==> src/rtl/wavc_pkg.sv <==
package wavc_pkg;

    localparam int HDR_LEN = 44;
    localparam int POS_W   = 6;
    localparam logic [POS_W-1:0] POS_LAST = POS_W'(HDR_LEN - 1);

    localparam logic [3:0] ST_HDR_PEND   = 4'd0;
    localparam logic [3:0] ST_HDR_OK     = 4'd1;
    localparam logic [3:0] ST_DATA_PEND  = 4'd2;
    localparam logic [3:0] ST_STREAM_OK  = 4'd3;
    localparam logic [3:0] ST_SHORT      = 4'd4;
    localparam logic [3:0] ST_ERR_RIFF   = 4'd5;
    localparam logic [3:0] ST_ERR_WAVE   = 4'd6;
    localparam logic [3:0] ST_ERR_FMT    = 4'd7;
    localparam logic [3:0] ST_ERR_FSIZE  = 4'd8;
    localparam logic [3:0] ST_ERR_FCODE  = 4'd9;
    localparam logic [3:0] ST_ERR_CHAN   = 4'd10;
    localparam logic [3:0] ST_ERR_BRATE  = 4'd11;
    localparam logic [3:0] ST_ERR_BITS   = 4'd12;
    localparam logic [3:0] ST_ERR_ALIGN  = 4'd13;
    localparam logic [3:0] ST_ERR_DTAG   = 4'd14;
    localparam logic [3:0] ST_TRAILING   = 4'd15;

    localparam int TAG_RIFF = 0;
    localparam int TAG_WAVE = 1;
    localparam int TAG_FMT  = 2;
    localparam int TAG_DATA = 3;

    localparam logic [15:0][7:0] TAG_TEXT = {
        8'h61, 8'h74, 8'h61, 8'h64,   // "data" (msb first)
        8'h20, 8'h74, 8'h6d, 8'h66,   // "fmt "
        8'h45, 8'h56, 8'h41, 8'h57,   // "WAVE"
        8'h46, 8'h46, 8'h49, 8'h52    // "RIFF"
    };

    typedef struct packed {
        logic [31:0] riff_size;
        logic [31:0] fmt_size;
        logic [15:0] fmt_code;
        logic [15:0] channels;
        logic [31:0] rate;
        logic [31:0] byte_rate;
        logic [15:0] align;
        logic [15:0] bits;
        logic [31:0] chunk_len;
        logic [3:0]  tag_ok;
    } hdr_t;

endpackage

==> src/rtl/wavc_judge.sv <==
module wavc_judge import wavc_pkg::*;
(
    input  logic       clk,
    input  hdr_t       hdr,
    output logic [3:0] verdict
);

    // products settle long before the last header byte
    logic [47:0] rate_prod;
    logic [28:0] align_prod;
    logic [31:0] brate_exp_reg;
    logic [28:0] align_exp_reg;

    assign rate_prod  = hdr.rate * hdr.align;
    assign align_prod = hdr.bits[15:3] * hdr.channels;

    always_ff @(posedge clk)
    begin
        brate_exp_reg <= rate_prod[31:0];
        align_exp_reg <= align_prod;
    end

    always_comb
    begin
        if (!hdr.tag_ok[TAG_RIFF])
            verdict = ST_ERR_RIFF;
        else if (!hdr.tag_ok[TAG_WAVE])
            verdict = ST_ERR_WAVE;
        else if (!hdr.tag_ok[TAG_FMT])
            verdict = ST_ERR_FMT;
        else if (hdr.fmt_size != 32'd16)
            verdict = ST_ERR_FSIZE;
        else if (hdr.fmt_code != 16'd1)
            verdict = ST_ERR_FCODE;
        else if (!(hdr.channels == 16'd1 || hdr.channels == 16'd2))
            verdict = ST_ERR_CHAN;
        else if (hdr.byte_rate != brate_exp_reg)
            verdict = ST_ERR_BRATE;
        else if (!(hdr.bits == 16'd8 || hdr.bits == 16'd16))
            verdict = ST_ERR_BITS;
        else if ({13'd0, hdr.align} != align_exp_reg)
            verdict = ST_ERR_ALIGN;
        else if (!hdr.tag_ok[TAG_DATA])
            verdict = ST_ERR_DTAG;
        else
            verdict = ST_HDR_OK;
    end

endmodule

==> config.mk <==
export PLATFORM = sky130hd
export DESIGN_NAME = wavc_judge
export DESIGN_NICKNAME = d
export VERILOG_FILES = /design/src/rtl/wavc_pkg.sv /design/src/rtl/wavc_judge.sv
export SDC_FILE = /design/constraint.sdc
export NUM_CORES = 1
export LEC_CHECK = 0
export ABC_CLOCK_PERIOD_IN_PS = 18450
export BUFFER_PORTS_ARGS = -buffer_cell sky130_fd_sc_hd__buf_2
export CAP_MARGIN = 10
export CORE_ASPECT_RATIO = 1.25
export CORE_MARGIN = 3
export CORE_UTILIZATION = 50
export CTS_CLUSTER_SIZE = 28
export DETAILED_ROUTE_END_ITERATION = 8
export PLACE_DENSITY = 0.67
export SLEW_MARGIN = 20
export SYNTH_ARGS = -nofsm -noshare
export SYNTH_HDL_FRONTEND = slang
export SYNTH_SLANG_ARGS = --single-unit
==> constraint.sdc <==
create_clock -name clk -period 18.45 [get_ports clk]
set_input_delay 3.69 -clock clk [delete_from_list [all_inputs] [get_ports clk]]
set_output_delay 3.69 -clock clk [all_outputs]
set_load 0.05 [all_outputs]
==> summary.txt <==
Synth
  – EDFF count, synth: 0
  – Top_reg_cell synth: dfxtp_1
  – Post-synth net total: 3111
  – Synthesized area per cell: between 8 and 9 um^2
  – Commonest cells post-synth: 524 x inv_1, 458 x fa_1, 397 x nand2_1
  – Synth warn: 0
  – Synth top area share: 0.457
  – Synth unique cells: 53
  – Number of synthesized register bits: about 60
  – Top cell type by total area after synthesis: fa_1
  – Synth Cell Area: approximately 20000 um^2
  – Gate Count Post-Synth: approximately 2300
  – Count leader, synth: inv_1
  – Seq/Total Area, Yosys: 0.0608
  – Largest cells by area after synthesis: fa_1 46%, inv_1 9.8%, ha_1 8.7%
  – Async SR Flop Fraction: 0

Timing
  – Final Cycle Share: 0.557
  – Worst slew margin: 0.492
  – Setup-failing EPs final: 0
  – Tmin final: 10.27 ns
  – Final Hold Fails: 0
  – Slew Limit Fails: 0
  – Peak Freq: ~0.097 GHz
  – Worst-Margin Slew: 0.762 ns
  – RSZ-0062 raised after global routing: false
  – Setup Total Neg Slack: 0 ns
  – Fin worst setup slack: between 8 and 9 ns

Setup path
  – CP max stage cell: nor3_1
  – CP Data Required Time: approximately 15 ns
  – CP Buf/Inv Count: 2
  – Startpoint types: primary input
  – Setup Crit Path Kind: in2out
  – Worst setup EP type: output pin
  – Max incr delay on CP: ~0.59 ns
  – Crit path cell chain: buf_2, xor2_1, nor4_1, nand3_1, nor3_1, nand2_1, o21ai_1, nand2_1, a31oi_1, buf_2
  – Delay-heaviest family, CP: simple AND/OR/NAND/NOR gates
  – Max FO, Critical Path: 26
  – Crit path DAT: ~6.6 ns

Global route
  – Largest net degree at the start of global routing: 34
  – First-pass GRT wire length: 84700 um
  – Vias in the first global route: 16800
  – GRT Overall Usage: 0.252
  – Remaining Overflow, GRT: 0
  – Number of antenna violations at the first check in global routing: 11

Clock tree
  – CTS max path bufs: 2
  – CTS Sinks: between 60 and 70
  – Post-CTS sizing: 0
  – # Post-CTS Setup Buffers: 0
  – CTS Hold Buffers Added: 0
  – CTS Buf Count: 9
  – H-tree depth: 3
  – Clock-pin slew on the worst setup and hold paths: roughly 0.050 ns
  – CTS tree: built
  – Clock Tree Root: clkbuf_16

Finish
  – Max reg flops: 32
  – Nets@finish: between 3000 and 4000
  – Non-Filler Instances: between 2000 and 3000
  – Area Overhead vs Synth: 6.92%
  – Layout Utilization: 0.545
  – Layout cells sized above 1: 0.0812

Route
  – Total number of vias: between 15000 and 20000
  – # DRC: 0
  – Routed Antenna Nets: 0
  – Total Wirelength: 51700 um
  – First-pass iteration count of the detailed router: 7
  – Vias per std cell: between 5 and 6
  – Post-DR wirelength/cell: 18.0 um
  – DRT iter0 DRCs: approximately 660

Die
  – Die Y: 230 um
  – Die ar.: roughly 43000 um^2
  – Rows: 81
  – Initial Utilization: 0.509
  – # IOs: around 230
  – Die Width: around 190 um
  – Core Footprint: approximately 39000 um^2

Placed design
  – Placed instance count: 2848
  – Gpl congestion: just over 0.9
  – HPWL after detailed placement: between 40000 and 50000 um
  – Count of input and output buffers: 168
  – DP Worst Slack: between 8 and 9 ns

Hold path
  – Worst Hold Class: in2reg

Run
  – Max Cap Viol: 0

Status
  – Status: completed
-- layer usage --
metal,wire [um],part of all wire,GRT usage,up-vias
met5,91,0.0018,0,-
met2,26600,0.51,0.450,547
met4,2040,0.039,0.0966,14
met1,19200,0.37,0.297,7835
li1,-,-,-,6872
met3,3730,0.072,0.0506,126
-- stage by stage --
step                cell area [um^2]  hold WS, ns
floorplan                      20100         3.82
global placement               21200         4.13
detailed placement             21200         4.14
CTS                            21500         3.78
global route                   21500         3.80
finish                         21500         3.79
-- path summary, 6_finish.rpt --
check,depth (start not counted),from,end
setup / recovery,10,hdr[59],verdict[1]
hold / removal,2,hdr[39],align_exp_reg[0]
-- cells in the final DEF, fill, tap and decap left out, types with 3 or more instances in the layout --
cell type  count
ha_1         139
o21bai_1      12
nand2_1      397
clkbuf_16      9
diode_2        4
a21oi_1       33
xnor2_1       95
nor4_1        26
nand3_1       11
and3_1         4
dfxtp_1       61
a2111oi_0      6
inv_1        524
buf_2        168
nand2b_1       6
o21ai_0       11
and2_1       225
a31oi_1        4
fa_1         458
nor3_1        15
nand4_1       17
xor2_1        29
a211oi_1       7
o21ai_1       11
a21o_1        19
a211o_1        3
o21a_1         6
nor2_1        27
nor2b_1        3
-- cell families (layout without fill, tap and decap cells) --
logic type / Yosys count / count (layout) / share of synthesized area
flops: 61 / 61 / 0.0608
xor+xnor: 124 / 124 / 0.0541
other cells: 0 / 4 / 0
simple gates: 739 / 739 / 0.177
buf+inv: 629 / 709 / 0.118
fa+ha+maj: 597 / 597 / 0.543
compound gates: 135 / 135 / 0.0474
-- layout make-up --
cell class	instances	area (um^2)
fill	3573	18000
inverter	524	1970
sequential	61	1220
multi-input combinational	1595	16500
timing repair buffer	170	856
antenna	4	10.0
clock inverter	4	47.5
tap	498	623
clock buffer	11	253
Power is not shown: default switching activity piles up to over one toggle a cycle in this logic, so the estimate is an artifact.
