## src/rtl/wavc_pkg.sv

```systemverilog
package wavc_pkg;

    localparam int HDR_LEN = 44;
    localparam int POS_W   = 6;
    localparam logic [POS_W-1:0] POS_LAST = POS_W'(HDR_LEN - 1);

    localparam logic [3:0] ST_HDR_PEND   = 4'd0;
    localparam logic [3:0] ST_HDR_OK     = 4'd1;
    localparam logic [3:0] ST_DATA_PEND  = 4'd2;
    localparam logic [3:0] ST_STREAM_OK  = 4'd3;
    localparam logic [3:0] ST_SHORT      = 4'd4;
    localparam logic [3:0] ST_ERR_RIFF   = 4'd5;
    localparam logic [3:0] ST_ERR_WAVE   = 4'd6;
    localparam logic [3:0] ST_ERR_FMT    = 4'd7;
    localparam logic [3:0] ST_ERR_FSIZE  = 4'd8;
    localparam logic [3:0] ST_ERR_FCODE  = 4'd9;
    localparam logic [3:0] ST_ERR_CHAN   = 4'd10;
    localparam logic [3:0] ST_ERR_BRATE  = 4'd11;
    localparam logic [3:0] ST_ERR_BITS   = 4'd12;
    localparam logic [3:0] ST_ERR_ALIGN  = 4'd13;
    localparam logic [3:0] ST_ERR_DTAG   = 4'd14;
    localparam logic [3:0] ST_TRAILING   = 4'd15;

    localparam int TAG_RIFF = 0;
    localparam int TAG_WAVE = 1;
    localparam int TAG_FMT  = 2;
    localparam int TAG_DATA = 3;

    localparam logic [15:0][7:0] TAG_TEXT = {
        8'h61, 8'h74, 8'h61, 8'h64,   // "data" (msb first)
        8'h20, 8'h74, 8'h6d, 8'h66,   // "fmt "
        8'h45, 8'h56, 8'h41, 8'h57,   // "WAVE"
        8'h46, 8'h46, 8'h49, 8'h52    // "RIFF"
    };

    typedef struct packed {
        logic [31:0] riff_size;
        logic [31:0] fmt_size;
        logic [15:0] fmt_code;
        logic [15:0] channels;
        logic [31:0] rate;
        logic [31:0] byte_rate;
        logic [15:0] align;
        logic [15:0] bits;
        logic [31:0] chunk_len;
        logic [3:0]  tag_ok;
    } hdr_t;

endpackage

```

## src/rtl/wavc_hdr_capture.sv

```systemverilog
module wavc_hdr_capture import wavc_pkg::*;
(
    input  logic             clk,
    input  logic             rst_n,
    input  logic             take,
    input  logic             restart,
    input  logic [7:0]       data_byte,
    output logic [POS_W-1:0] pos,
    output hdr_t             hdr,
    output hdr_t             hdr_wr
);

    localparam hdr_t HDR_RST = '{tag_ok: 4'hF, default: '0};

    logic [POS_W-1:0] pos_reg;
    logic [POS_W-1:0] pos_next;
    hdr_t             hdr_reg;
    hdr_t             hdr_next;
    logic [4:0]       sh32;
    logic [3:0]       sh16;
    logic             is_tag;
    logic [1:0]       tag_sel;

    assign sh32 = {pos_reg[1:0], 3'b000};
    assign sh16 = {pos_reg[0], 3'b000};

    always_comb
    begin
        hdr_wr  = hdr_reg;
        is_tag  = 1'b0;
        tag_sel = 2'(TAG_RIFF);
        if (take)
        begin
            if (pos_reg < 6'd4)
            begin
                is_tag  = 1'b1;
                tag_sel = 2'(TAG_RIFF);
            end
            else if (pos_reg < 6'd8)
                hdr_wr.riff_size[sh32 +: 8] = data_byte;
            else if (pos_reg < 6'd12)
            begin
                is_tag  = 1'b1;
                tag_sel = 2'(TAG_WAVE);
            end
            else if (pos_reg < 6'd16)
            begin
                is_tag  = 1'b1;
                tag_sel = 2'(TAG_FMT);
            end
            else if (pos_reg < 6'd20)
                hdr_wr.fmt_size[sh32 +: 8] = data_byte;
            else if (pos_reg < 6'd22)
                hdr_wr.fmt_code[sh16 +: 8] = data_byte;
            else if (pos_reg < 6'd24)
                hdr_wr.channels[sh16 +: 8] = data_byte;
            else if (pos_reg < 6'd28)
                hdr_wr.rate[sh32 +: 8] = data_byte;
            else if (pos_reg < 6'd32)
                hdr_wr.byte_rate[sh32 +: 8] = data_byte;
            else if (pos_reg < 6'd34)
                hdr_wr.align[sh16 +: 8] = data_byte;
            else if (pos_reg < 6'd36)
                hdr_wr.bits[sh16 +: 8] = data_byte;
            else if (pos_reg < 6'd40)
            begin
                is_tag  = 1'b1;
                tag_sel = 2'(TAG_DATA);
            end
            else
                hdr_wr.chunk_len[sh32 +: 8] = data_byte;

            if (is_tag && (data_byte != TAG_TEXT[{tag_sel, pos_reg[1:0]}]))
                hdr_wr.tag_ok[tag_sel] = 1'b0;
        end
    end

    always_comb
    begin
        hdr_next = hdr_wr;
        pos_next = pos_reg;
        if (restart)
        begin
            hdr_next = HDR_RST;
            pos_next = '0;
        end
        else if (take && (pos_reg != POS_LAST))
            pos_next = pos_reg + 1'b1;
        else if (take)
            pos_next = POS_W'(HDR_LEN);
    end

    always_ff @(posedge clk or negedge rst_n)
    begin
        if (!rst_n)
        begin
            pos_reg <= '0;
            hdr_reg <= HDR_RST;
        end
        else
        begin
            pos_reg <= pos_next;
            hdr_reg <= hdr_next;
        end
    end

    assign pos = pos_reg;
    assign hdr = hdr_reg;

endmodule

```

## config.mk

```make
export PLATFORM = sky130hd
export DESIGN_NAME = wavc_hdr_capture
export DESIGN_NICKNAME = d
export VERILOG_FILES = /design/src/rtl/wavc_pkg.sv /design/src/rtl/wavc_hdr_capture.sv
export SDC_FILE = /design/constraint.sdc
export NUM_CORES = 1
export LEC_CHECK = 0
export BUFFER_PORTS_ARGS = -buffer_cell sky130_fd_sc_hd__buf_2
export CAP_MARGIN = 5
export CORE_AREA = 2 2 187 189
export CTS_CLUSTER_DIAMETER = 50
export DETAILED_ROUTE_END_ITERATION = 10
export DIE_AREA = 0 0 189 191
export PLACE_DENSITY_LB_ADDON = 0.3
export SLEW_MARGIN = 20
export SYNTH_ARGS = -nofsm -noshare
export SYNTH_HDL_FRONTEND = slang
export SYNTH_SLANG_ARGS = --single-unit
export TNS_END_PERCENT = 1
```

## constraint.sdc

```tcl
create_clock -name clk -period 4.3 [get_ports clk]
set_input_delay 0.43 -clock clk [delete_from_list [all_inputs] [get_ports clk]]
set_output_delay 0.43 -clock clk [all_outputs]
set_load 0.1 [all_outputs]
```

==> impl_metrics.ini <==
[power]
p_clk_share_pct = 52.2
power_w = 0.00517
pwr-share-comb_pct = 5.1
leakage_nw = 8.23
intPower_w = 0.00390
p_per_area_nw_per_um2 = 334
netSwitchingPower_w = 0.00127
sequentialPowerShare_pct = 42.7
swShare_pct = 24.6
ir_drop_mv = 0.232

[run]
max-cap-violations = 0

[global_route]
grt_max_degree = 118
grt_pass1_vias = 9782
grt_overflow = 0
grt_use_total_pct = 23.5
grt_pass1_wl_microns = 63600
antenna_found_initial = 0

[synth]
avgSynthCellArea_sq_um = 10.2
synth_cell_types = 51
synth_edf_count = 0
syn_inst = 1070
yosysSeqAreaShare_pct = 54.0
syn_area_sq_um = 10900
postSynth.asyncResetShare_pct = 100
ys.warnings.count = 0
syn_nets = 1090
ys_ff_latch = 234
synthFlopType = dfrtp_1

[finish]
diodes = 0
final_core_util_pct = 45.4
final_common_cell = buf_2
final_area_sq_um = 15500
areaGrowthSynthToFinish_pct = 42.5
fillers = 3302
final_nets = 1548
drive_gt1_share_pct = 42.6
largest_reg_flops = 228
final_cell_mix = 426 x buf_2, 230 x dfrtp_1, 227 x nor2b_1

[clock_tree]
ctsHtreeMaxLevel = 2
postCtsSetupRepairBufs = 0
cts_made_buffers = 34
clk_latency_ps = 500
cts_tree = built
cts.clk_slew.worst_paths_ps = 60
clock_sinks = 234
cts-root-buf = clkbuf_16
cts-root-to-sink-buffers = 3

[sta]
period_share_pct = 93.9
fin_worst_skew_ps = 9.83
rsz0062_at_grt = false
setup_violations = 0
timing.hold.ws_ps = 10.7
worst_pin_slew_ps = 1090
setup_tns_ps = 0
fmax_ghz = 0.248
hold_viol = 0
finalCriticalPeriod_ps = 4040
relSlewSlack_pct = 27.5
slew_viol_final = 0

[routing]
initialDrtViolationCount = 446
viasPerCell = 4.83
dr.pass1.iters = 5
vias = 9687
totalWireLength_microns = 43700
drc = 0
detail_route.wl_per_cell_microns = 21.8
drtAntennaViolNets = 0

[worst_setup_path]
crit_type = flop to output pin
crit_path_end_kind = output pin
reg2reg_from = pos[0]
worst-path-max-fanout = 15
reg2reg_slack_ps = 1330
reg2reg_depth = 9
critPathArrivalTime_ps = 3610
cp-startpoint = pos[0]
critPathCapture = hdr_wr[0]
cp-start-kind = flop
required_ps = 3870
reg2reg_to = hdr[3]

[place]
gp_congestion = 0.894
dpl-instance-area_sq_um = 14400
portBuffers = 473
dpl.hpwl_microns = 31400

[die]
dieArea_sq_um = 36100
start_util_pct = 31.8
coreArea_sq_um = 34100
ios = 474
die_w_microns = 189
rows = 68
die_y_microns = 191

[outcome]
status = complete, no violations

[worst_hold_path]
hold_class = input pin to async pin
==> synth_stat cells, types with 6 or more instances <==
| master | number | area share (%) |
|---|---|---|
| mux2_2 | 90 | 9.3 |
| nor2_1 | 12 | 0.41 |
| inv_1 | 7 | 0.24 |
| ha_1 | 8 | 0.92 |
| a21oi_1 | 10 | 0.46 |
| nand3_1 | 7 | 0.32 |
| dfrtp_1 | 230 | 53 |
| nand4_1 | 7 | 0.40 |
| o21ai_0 | 140 | 6.5 |
| buf_2 | 6 | 0.28 |
| nand2_1 | 189 | 6.5 |
| clkbuf_1 | 59 | 2.0 |
| nor2b_1 | 227 | 13 |
==> cells by family after synthesis <==
group | Yosys count | synth area share (%)
and+or+nand+nor | 479 | 23.2
DFF | 234 | 54.0
AOI/OAI and AO/OA | 173 | 9.00
muxes | 91 | 9.42
buffers and inverters | 77 | 2.90
xor gates and xnor gates | 8 | 0.645
adders and majority gates | 8 | 0.921
==> critical path, cell delays in order (launching register included) <==
cell and delay, ps:
dfrtp_1 330, buf_4 210, clkinv_1 320, ha_1 450, nand3b_1 200, mux2i_1 240, nor4_1 100, a2111oi_2 360
and4_1 450, a31o_2 260, buf_12 180
==> worst min path at each step <==
stage	from	endpoint	slack, ps	cells after the start
finish	rst_n	hdr[186]	10	1
global route	rst_n	hdr[186]	70	1
CTS	rst_n	hdr[80]	40	1
detailed placement	rst_n	hdr[80]	570	1
global placement	rst_n	hdr[112]	570	1
floorplan	rst_n	hdr[100]	130	0
==> per-stage QoR <==
stage               setup slack (ps)  cells
global route                     125   2006
finish                           262   2006
global placement                 832   1947
CTS                              209   2006
detailed placement               758   1947
floorplan                       -590   1070
==> area by class of cell <==
cell class | count | area (sq um) | area share, %
Clock inverter | 15 | 141 | 0.913
Multi-Input combinational cell | 759 | 4700 | 30.4
Timing Repair Buffer | 491 | 3220 | 20.8
Clock buffer | 44 | 960 | 6.20
Tap cell | 455 | 569 | 3.68
Inverter | 8 | 30.0 | 0.194
Sequential cell | 234 | 5860 | 37.9
==> layer usage <==
metal / vias to the layer above / GRT usage, % / wire [microns]
met5: - / 0 / 0
met2: 408 / 40.4 / 21700
met4: 0 / 7.42 / 1240
met3: 73 / 5.75 / 3070
met1: 4689 / 28.9 / 17700
li1: 4517 / - / -
==> power groups by stage <==
stage	Sequential [W]	Combinational [W]	Clock, W
6_report	0.00221	0.000264	0.00270
5_1_grt	0.00221	0.000285	0.00287
4_1_cts	0.00221	0.000268	0.00277
3_5_place_dp	0.00225	0.000268	0
3_3_place_gp	0.00225	0.000267	0
2_1_floorplan	0.00226	0.000108	0
==> timing repair <==
item / in CTS / in global routing
resized for setup: 0 / 1
hold endpoints to repair: 0 / 0
endpoints found under the setup margin: 0 / 4
hold buffers: 0 / 0
Note: power is estimated with default switching activity, not from simulation.
